<file path="config.mk">
export PLATFORM = sky130hd
export DESIGN_NAME = sha1_stream_hasher_core
export DESIGN_NICKNAME = d
export VERILOG_FILES = /design/src/hdl/sha1sh_pkg.sv /design/src/hdl/sha1sh_dpath.sv /design/src/hdl/sha1sh_ctrl.sv /design/src/hdl/sha1_stream_hasher_core.sv
export SDC_FILE = /design/constraint.sdc
export NUM_CORES = 2
export LEC_CHECK = 0
export ABC_CLOCK_PERIOD_IN_PS = 18600
export BUFFER_PORTS_ARGS = -buffer_cell sky130_fd_sc_hd__buf_2
export CORE_MARGIN = 10
export CORE_UTILIZATION = 32
export DETAILED_ROUTE_END_ITERATION = 6
export PLACE_DENSITY_LB_ADDON = 0.15
export RECOVER_POWER = 50
export SYNTH_ARGS = -nofsm -noshare
export SYNTH_HDL_FRONTEND = slang
export SYNTH_SLANG_ARGS = --single-unit
export TNS_END_PERCENT = 20
</file>
<file path="constraint.sdc">
create_clock -name clk -period 18.6 [get_ports clk]
set_input_delay 2.79 -clock clk [delete_from_list [all_inputs] [get_ports clk]]
set_output_delay 2.79 -clock clk [all_outputs]
set_load 0.01 [all_outputs]
</file>
<file path="src/hdl/sha1sh_pkg.sv">
// sha1sh_pkg: shared types, constants and control codes of the sha-1 stream hasher
// used by the controller, the datapath, the top level and the checker
package sha1sh_pkg;

  localparam int unsigned WordW  = 32;
  localparam int unsigned NumH   = 5;
  localparam int unsigned WinLen = 16;
  localparam int unsigned Rounds = 80;
  localparam int unsigned CountW = 61;

  localparam logic [NumH-1:0][WordW-1:0] InitChain = {
    32'hC3D2E1F0, 32'h10325476, 32'h98BADCFE, 32'hEFCDAB89, 32'h67452301
  };

  localparam logic [WordW-1:0] RoundK0 = 32'h5A827999;
  localparam logic [WordW-1:0] RoundK1 = 32'h6ED9EBA1;
  localparam logic [WordW-1:0] RoundK2 = 32'h8F1BBCDC;
  localparam logic [WordW-1:0] RoundK3 = 32'hCA62C1D6;
  localparam logic [7:0]       PadMark = 8'h80;

  typedef struct packed {
    logic       has_byte;
    logic [7:0] data_byte;
    logic       last_byte;
  } in_item_t;

  typedef struct packed {
    logic [31:0] digest_word;
    logic        digest_last;
  } out_item_t;

  typedef enum logic [2:0] {
    ST_IDLE,
    ST_INIT,
    ST_ROUND,
    ST_FINAL,
    ST_PAD,
    ST_CLEAR,
    ST_LEN,
    ST_EMIT
  } state_t;

  typedef enum logic [1:0] {
    PH_DATA,
    PH_EXTRA,
    PH_LAST
  } phase_t;

  typedef struct packed {
    logic load_byte;
    logic pad_mark;
    logic clear_all;
    logic write_len;
    logic comp_init;
    logic round_step;
    logic chain_add;
    logic emit_next;
    logic msg_reset;
  } cmd_t;

  typedef struct packed {
    logic pos_full;
    logic pad_two;
    logic round_last;
    logic emit_last;
  } stat_t;

endpackage

</file>
<file path="src/hdl/sha1sh_dpath.sv">
// sha1sh_dpath: byte packing, schedule window, round logic, chaining words, byte count
// depends on sha1sh_pkg; driven by commands from sha1sh_ctrl
module sha1sh_dpath import sha1sh_pkg::*; (
  input  logic      clk,
  input  logic      rst,
  input  cmd_t      cmd,
  input  in_item_t  item,
  output stat_t     stat,
  output out_item_t digest
);

  logic [WordW-1:0]  chain [NumH];
  logic [WordW-1:0]  work  [NumH];
  logic [WordW-1:0]  win   [WinLen];
  logic [CountW-1:0] count;
  logic [6:0]        round_idx;
  logic [2:0]        emit_idx;

  logic [5:0]       pos;
  logic [3:0]       wsel;
  logic [7:0]       put_byte;
  logic [WordW-1:0] placed;
  logic [WordW-1:0] f_val;
  logic [WordW-1:0] k_val;
  logic [WordW-1:0] temp;
  logic [WordW-1:0] mix;
  logic [WordW-1:0] next_word;
  logic [63:0]      bit_len;

  assign pos      = count[5:0];
  assign wsel     = pos[5:2];
  assign put_byte = cmd.pad_mark ? PadMark : item.data_byte;
  // big-endian lane; lane 0 starts a fresh word
  assign placed   = ((pos[1:0] == 2'd0) ? '0 : win[wsel])
                  | ({24'd0, put_byte} << {~pos[1:0], 3'b000});
  assign bit_len  = {count, 3'b000};

  assign mix       = win[13] ^ win[8] ^ win[2] ^ win[0];
  assign next_word = {mix[30:0], mix[31]};

  always_comb begin
    priority if (round_idx < 7'd20) begin
      f_val = (work[1] & work[2]) | (~work[1] & work[3]);
      k_val = RoundK0;
    end else if (round_idx < 7'd40) begin
      f_val = work[1] ^ work[2] ^ work[3];
      k_val = RoundK1;
    end else if (round_idx < 7'd60) begin
      f_val = (work[1] & work[2]) | (work[1] & work[3]) | (work[2] & work[3]);
      k_val = RoundK2;
    end else begin
      f_val = work[1] ^ work[2] ^ work[3];
      k_val = RoundK3;
    end
  end

  assign temp = {work[0][26:0], work[0][31:27]} + f_val + work[4] + k_val + win[0];

  // window holds W[t..t+15] at round t and shifts by one word per round
  always_ff @(posedge clk) begin
    if (cmd.round_step) begin
      for (int j = 0; j < WinLen - 1; j++) begin
        win[j] <= win[j+1];
      end
      win[WinLen-1] <= next_word;
    end else if (cmd.load_byte || cmd.pad_mark) begin
      for (int j = 0; j < WinLen; j++) begin
        if (cmd.pad_mark && (4'(j) > wsel)) begin
          win[j] <= '0;
        end
      end
      win[wsel] <= placed;
    end else if (cmd.clear_all) begin
      for (int j = 0; j < WinLen; j++) begin
        win[j] <= '0;
      end
    end else if (cmd.write_len) begin
      win[14] <= bit_len[63:32];
      win[15] <= bit_len[31:0];
    end
  end

  always_ff @(posedge clk) begin
    if (cmd.comp_init) begin
      for (int j = 0; j < NumH; j++) begin
        work[j] <= chain[j];
      end
    end else if (cmd.round_step) begin
      work[4] <= work[3];
      work[3] <= work[2];
      work[2] <= {work[1][1:0], work[1][31:2]};
      work[1] <= work[0];
      work[0] <= temp;
    end
  end

  always_ff @(posedge clk) begin
    if (rst || cmd.msg_reset) begin
      for (int j = 0; j < NumH; j++) begin
        chain[j] <= InitChain[j];
      end
    end else if (cmd.chain_add) begin
      for (int j = 0; j < NumH; j++) begin
        chain[j] <= chain[j] + work[j];
      end
    end
  end

  always_ff @(posedge clk) begin
    if (rst || cmd.msg_reset) begin
      count <= '0;
    end else if (cmd.load_byte) begin
      count <= count + 1'b1;
    end
  end

  always_ff @(posedge clk) begin
    if (rst || cmd.comp_init) begin
      round_idx <= '0;
    end else if (cmd.round_step) begin
      round_idx <= round_idx + 1'b1;
    end
  end

  always_ff @(posedge clk) begin
    if (rst || cmd.msg_reset) begin
      emit_idx <= '0;
    end else if (cmd.emit_next) begin
      emit_idx <= emit_idx + 1'b1;
    end
  end

  assign stat.pos_full   = &pos;
  assign stat.pad_two    = &pos[5:3];
  assign stat.round_last = (round_idx == 7'(Rounds - 1));
  assign stat.emit_last  = (emit_idx == 3'(NumH - 1));

  assign digest.digest_word = chain[emit_idx];
  assign digest.digest_last = stat.emit_last;

endmodule

</file>
<file path="src/hdl/sha1sh_ctrl.sv">
// sha1sh_ctrl: sequencer for byte intake, compression rounds, padding and digest output
// depends on sha1sh_pkg; commands sha1sh_dpath through cmd_t
module sha1sh_ctrl import sha1sh_pkg::*; (
  input  logic  clk,
  input  logic  rst,
  input  logic  byte_valid,
  input  logic  has_byte,
  input  logic  last_byte,
  input  logic  digest_ready,
  input  stat_t stat,
  output logic  byte_ready,
  output logic  digest_valid,
  output cmd_t  cmd
);

  state_t state, state_next;
  phase_t phase, phase_next;
  logic   pend_last, pend_last_next;
  logic   take;
  logic   give;

  assign take = byte_valid && (state == ST_IDLE);
  assign give = digest_ready && (state == ST_EMIT);

  always_ff @(posedge clk) begin
    if (rst) begin
      state     <= ST_IDLE;
      phase     <= PH_DATA;
      pend_last <= 1'b0;
    end else begin
      state     <= state_next;
      phase     <= phase_next;
      pend_last <= pend_last_next;
    end
  end

  // next state
  always_comb begin
    state_next     = state;
    phase_next     = phase;
    pend_last_next = pend_last;
    unique case (state)
      ST_IDLE: begin
        if (take) begin
          if (has_byte && stat.pos_full) begin
            state_next     = ST_INIT;
            phase_next     = PH_DATA;
            pend_last_next = last_byte;
          end else if (last_byte) begin
            state_next = ST_PAD;
          end
        end
      end
      ST_INIT:  state_next = ST_ROUND;
      ST_ROUND: begin
        if (stat.round_last) begin
          state_next = ST_FINAL;
        end
      end
      ST_FINAL: begin
        unique case (phase)
          PH_DATA:  state_next = pend_last ? ST_PAD : ST_IDLE;
          PH_EXTRA: state_next = ST_CLEAR;
          PH_LAST:  state_next = ST_EMIT;
          default:  state_next = ST_IDLE;
        endcase
      end
      ST_PAD: begin
        if (stat.pad_two) begin
          state_next = ST_INIT;
          phase_next = PH_EXTRA;
        end else begin
          state_next = ST_LEN;
        end
      end
      ST_CLEAR: state_next = ST_LEN;
      ST_LEN: begin
        state_next = ST_INIT;
        phase_next = PH_LAST;
      end
      ST_EMIT: begin
        if (give && stat.emit_last) begin
          state_next = ST_IDLE;
        end
      end
      default: state_next = ST_IDLE;
    endcase
  end

  // outputs
  always_comb begin
    cmd          = '0;
    byte_ready   = 1'b0;
    digest_valid = 1'b0;
    unique case (state)
      ST_IDLE: begin
        byte_ready    = 1'b1;
        cmd.load_byte = take && has_byte;
      end
      ST_INIT:  cmd.comp_init  = 1'b1;
      ST_ROUND: cmd.round_step = 1'b1;
      ST_FINAL: cmd.chain_add  = 1'b1;
      ST_PAD:   cmd.pad_mark   = 1'b1;
      ST_CLEAR: cmd.clear_all  = 1'b1;
      ST_LEN:   cmd.write_len  = 1'b1;
      ST_EMIT: begin
        digest_valid  = 1'b1;
        cmd.emit_next = give;
        cmd.msg_reset = give && stat.emit_last;
      end
      default: ;
    endcase
  end

endmodule

</file>
<file path="src/hdl/sha1_stream_hasher_core.sv">
// a byte that does not fill a block leaves intake open; a byte that fills one
// holds intake through load, init, the compression rounds and the chaining add
// end of message: padding and final compression (with an extra block when the
// length no longer fits), then five digest transfers at up to one per cycle
// while digest_ready is high; intake takes one item at a time and stays closed
// while a block is compressed, during padding and during digest output
// reset (rst, synchronous): loads the initial chain, clears the byte count, goes idle
module sha1_stream_hasher_core import sha1sh_pkg::*; (
  input  logic      clk,
  input  logic      rst,
  input  logic      byte_valid,
  output logic      byte_ready,
  input  in_item_t  byte_data,
  output logic      digest_valid,
  input  logic      digest_ready,
  output out_item_t digest_data
);

  // command and status between the sequencer and the datapath
  cmd_t  cmd;
  stat_t stat;

  // sequencer: owns the handshakes and decides when to load, pad, compress and emit
  sha1sh_ctrl u_ctrl (
    .clk          (clk),
    .rst          (rst),
    .byte_valid   (byte_valid),
    .has_byte     (byte_data.has_byte),
    .last_byte    (byte_data.last_byte),
    .digest_ready (digest_ready),
    .stat         (stat),
    .byte_ready   (byte_ready),
    .digest_valid (digest_valid),
    .cmd          (cmd)
  );

  // datapath: schedule window, working words, chain words and byte count;
  // digest words come straight from the chain registers, so they hold while stalled
  sha1sh_dpath u_dpath (
    .clk    (clk),
    .rst    (rst),
    .cmd    (cmd),
    .item   (byte_data),
    .stat   (stat),
    .digest (digest_data)
  );

endmodule

</file>
# == After elaboration in Yosys (flattened, before gate mapping) ==
# Memory sizes are Yosys's and may differ from the RTL's. A register that Yosys moved wholly into a read port is not among the register bits.
# Index checks and enable logic that the tools add are counted.
# word_totals
regBits,77
ramBits,832
inputBits,14
out_inout_bits,35
wordCells,320
mem_count,3
# memory_table
memory,words,width,read_ports,rd_clocked_by_memory_dff,write_ports,line_no,source
u_dpath.win,16,32,17,1,16,sha1sh_dpath.sv:14,logic [WordW-1:0] win [WinLen];
u_dpath.chain,5,32,6,1,5,sha1sh_dpath.sv:12,logic [WordW-1:0] chain [NumH];
u_dpath.work,5,32,5,0,5,sha1sh_dpath.sv:13,logic [WordW-1:0] work [NumH];
# op_classes
addsub,12
order_cmp,19
n_eq_ne,17
shift,1
n_mux,169
bitwise,59
reduce_logical,34
# op_table
operator,n
$mux 32,51
$add 32x32->32,9
$xor 32x32->32,5
$and 32x32->32,4
$or 32x32->32,4
$mux 1,97
$add 61x1->61 const B,1
$or 1x1->1,44
$gt 4x4->1 const A,8
$not 32->32,1
$reduce_or 32->1,1
$shl 8x5->32,1
$mux 31,1
$mux 3,9
$pmux 3 s8,1
$logic_and 1x1->1,21
$gt 3x4->1 const A,4
$eq 3x3->1 const B,5
$lt 7x6->1 const B,2
$mux 4,3
$pmux 3 s3,1
$gt 1x4->1 const A,2
$gt 2x4->1 const A,2
$mux 2,4
21 further kinds,30

# == Depth between registers and ports, before layout ==
# An unclocked memory read counts as a cell.
# depth
ltp_word,12
depth_mapped,26
depth_no_buf,24

# == Hierarchy ==
# A second synthesis with hierarchy kept.
# hier_totals
cells_unflattened,5246
area_unflattened_um2,56082.5
# modules_own_cells
mod,instances,cells_each,area_each_um2,seq_area_each_um2
sha1sh_dpath,1,5178,55559.5,26545.5
sha1sh_ctrl,1,68,523.0,120.1

# == Least setup slack after synthesis ==
# No wires, ideal clock.
# synth_timing
path_kind,flip-flop to flip-flop
from,reg u_ctrl.state[2]
to,"mem u_dpath.work[0][0], enable pin"
setup_ns,0.732
arrival_time_ns,8.814
t_required_ns,17.868
path_slack_ns,9.054
stages_incl_launch_ff,6
n_path_buf,4
synth_period_minus_slack_ns,9.546
path_cell_list,dfxtp_1 buf_6 clkbuf_1 buf_1 clkbuf_1 a21oi_1
# synth_lines
element,line_no,source
from (decl),sha1sh_ctrl.sv:16,"state_t state, state_next;"
from (signal assigned),sha1sh_ctrl.sv:31,state <= state_next;
to (decl),sha1sh_dpath.sv:13,

==> out/metrics.csv <==
stage,metric,value,unit
setup_path,critPathMaxFanout,149,
pwr,p_per_area,218,nW/um^2
placed_design,dp_slack,10.07,ns
final_layout,nets,5521,
clock_network,post_cts_resized,0,
setup_path,worstSetupStartpointType,flip-flop,
logic_synthesis,syn-num-nets,5582,
clock_network,clock_latency,0.78,ns
pwr,p_leak,22.3,nW
logic_synthesis,seq_area_frac_synth,0.476,
clock_network,clk_pin_slew,0.06,ns
setup_path,crit_top_cell,clkbuf_1,
timing,worst_pin_slew,8.55,ns
logic_synthesis,synth-compound-area-share,0.127,
die,die-height,438,microns
die,pin_count,49,
logic_synthesis,synth-main-ff-cell,edfxtp_1,
final_layout,drive_above_1_share,0.108,
clock_network,numCtsBuffers,109,
global_route,grt_first_pass_wirelength,302000,microns
clock_network,hold_buffers,0,
logic_synthesis,synth-xor-area-share,0.0474,
timing,relSlewSlack,-4.70,
drt,antenna_left,0,
timing,hold_violations,0,
setup_path,path_buf_inv,2,
min_path,min_from,u_dpath.round_idx[1]$_SDFFE_PP0P_,
logic_synthesis,netlist_area,56000,sq um
setup_path,critical_path.top_delay_family,buffers and inverters,
final_layout,syn2layout_area_growth,11.5,%
timing,slew_viol_final,1392,
logic_synthesis,synthMuxAreaShare,0.0957,
clock_network,post-cts-setup-buffers,0,
logic_synthesis,synth-seq-cells,916,
logic_synthesis,postSynthAreaPerCell,10.7,sq um
die,row_count,153,
timing,skew,0.0552,ns
drt,firstDrtPassIters,6,
setup_path,startpoint,u_ctrl.state[0]$_SDFFE_PP0P_,
setup_path,slowest_delay,6.02,ns
clock_network,htreeDepth,3,
global_route,grt_max_degree,150,
global_route,globalRoute.totalOverflow,0,
timing,finalSetupTns,0,ns
logic_synthesis,synth_edf_count,832,
placed_design,portBuffers,48,
die,die-area,192000,sq um
drt,wl,207000,microns
die,die_w,438,microns
final_layout,final_common_cell,nand2_1,
setup_path,endpoint,u_dpath.win[12][1]$_DFFE_PP_,
logic_synthesis,ys_types,77,
drt,vias_per_cell,5.56,
logic_synthesis,yosysWarnings,0,
min_path,hold_path_class,flip-flop to flip-flop,
die,start_util,0.322,
clock_network,cts_tree,done,
timing,period_minus_slack,12.98,ns
drt,first_iter_violations,3975,
setup_path,end_kind,flip-flop,
setup_path,rr_worst_depth,5,
final_layout,final_cell_mix,"nand2_1 (959), edfxtp_1 (832), o21ai_0 (631)",
clock_network,clockRootBuffer,clkbuf_16,
setup_path,r2r-end,u_dpath.win[12][1]$_DFFE_PP_,
clock_network,clock_sinks,916,
logic_synthesis,synth_top_family_by_area,simple AND/OR/NAND/NOR gates,
drt,vias,42300,
setup_path,cp_num_cells,5,
logic_synthesis,syn_inst,5242,
global_route,antenna_found_initial,6,
global_route,grt_usage,0.210,
setup_path,crit_chain,"nor2b_1, clkbuf_1, nand2b_1, clkbuf_1, nand3_4",
timing,rsz0062_at_grt,false,
setup_path,rrSetupSlack,5.62,ns
logic_synthesis,ys_async_sr_fraction,0,
setup_path,critical_path_arrival,12.86,ns
setup_path,rr_startpoint,u_ctrl.state[0]$_SDFFE_PP0P_,
drt,drc,0,
setup_path,critPathKind,flip-flop to flip-flop,
global_route,grt_pass1_vias,42400,
timing,setup_viol,0,
logic_synthesis,synthAdderAreaFrac,0.0888,
flow_run,cap_violations,30,
logic_synthesis,synthSimpleGateAreaFrac,0.127,
final_layout,nFillCells,17600,
placed_design,post-dp-hpwl,136000,microns
clock_network,clock_path_buffers,3,
setup_path,crit_slowest_cell,clkbuf_1,
placed_design,routabilityCongestion,0.836,
timing,finalWorstSetupSlack,5.62,ns
run_status,status,finished with violations,
pwr,peakVddDrop,160,uV
drt,wire_per_inst,27.3,microns
timing,fmax,77.0,MHz
setup_path,required,18.48,ns
final_layout,utilization,0.359,
timing,post-route-period-util,0.698,
run_status,violations,"capacitance limit, slew limit",
die,core,174000,sq um
==> tightest hold or removal path, stage by stage, from the launching register on <==
cell     delay (ns)
dfxtp_1        0.32
nand2_1        0.06
a21oi_1        0.05
==> metal layers <==
metal	part of all wire	track usage	wire, microns	vias up
met5	0.000048	0	10	-
met4	0.029	0.0590	6020	2
met3	0.061	0.0338	12600	280
met2	0.48	0.350	98600	1356
met1	0.43	0.282	89900	21700
li1	-	-	-	19000
==> how the worst min path moves through the flow <==
stage,endpoint,slack [ns],cells after the start
floorplan,u_dpath.round_idx[1]$_SDFFE_PP0P_,0.45,2
global placement,u_dpath.round_idx[1]$_SDFFE_PP0P_,0.47,2
detailed placement,u_dpath.round_idx[1]$_SDFFE_PP0P_,0.47,2
CTS,u_dpath.round_idx[1]$_SDFFE_PP0P_,0.48,2
global route,u_dpath.round_idx[1]$_SDFFE_PP0P_,0.52,2
finish,u_dpath.round_idx[1]$_SDFFE_PP0P_,0.48,2
==> state kept, by name (all words and copies together) (netlist names), named ones only <==
signal	flops
u_dpath.chain	160
u_dpath.work	160
u_ctrl.phase	2
u_dpath.emit_idx	3
u_ctrl.state	3
u_dpath.win	512
u_ctrl.pend_last	1
u_dpath.round_idx	7
u_dpath.count	61
==> synthesized netlist by cell type, types with 16 or more instances <==
cell type,count,area share
a221o_1,16,0.0029
o21ai_0,631,0.056
a211oi_1,24,0.0032
mux2i_1,66,0.012
and2_1,18,0.0020
xnor2_1,185,0.029
a21oi_1,167,0.015
a31oi_1,26,0.0029
dfxtp_1,84,0.030
nand2b_1,21,0.0023
nand4_1,28,0.0031
or3_1,31,0.0035
nor2b_1,31,0.0035
nor3_1,49,0.0044
mux4_2,192,0.077
nand3_1,173,0.015
clkbuf_1,271,0.018
xor2_1,118,0.018
and3_1,26,0.0029
buf_1,29,0.0019
mux2_2,33,0.0066
o22ai_1,42,0.0047
nand2_1,968,0.065
a22oi_1,32,0.0043
inv_1,228,0.015
nor2_1,271,0.018
a21o_1,95,0.013
o21a_1,38,0.0051
edfxtp_1,832,0.45
fa_1,119,0.043
ha_1,207,0.046
==> final cells by class <==
class | count | area [sq um] | share of cell area
Clock buffer | 141 | 3020 | 0.0484
Clock inverter | 62 | 723 | 0.0116
Timing Repair Buffer | 138 | 815 | 0.0131
Antenna cell | 4 | 10.0 | 0.000160
Sequential cell | 916 | 26700 | 0.428
Tap cell | 2325 | 2910 | 0.0466
Multi-Input combinational cell | 3787 | 27400 | 0.439
Inverter | 229 | 860 | 0.0138
==> power breakdown <==
group          internal, mW  total, mW  switching, mW  leakage (nW)
clock network          1.31       2.28          0.963          1.82
registers              3.58       4.29          0.711          8.38
logic                  2.63       7.02           4.39          12.1
==> stage by stage <==
stage	hold WS [ns]	power [mW]	cell area, sq um	cells
finish	0.483	13.6	62400	7602
CTS	0.478	13.5	62600	7598
global route	0.520	14.5	62400	7600
global placement	0.468	11.2	58900	7395
detailed placement	0.470	11.2	58900	7395
floorplan	0.454	8.88	56000	5242
==> cells by family after synthesis <==
kind of cell / after synthesis
AND/OR/NAND/NOR: 1664
flip-flops: 916
multiplexers: 291
buffers and inverters: 539
AO/OA/AOI/OAI: 1203
adder cells (fa/ha/maj): 326
XOR/XNOR: 303
Note: power is estimated with default switching activity, not from simulation.
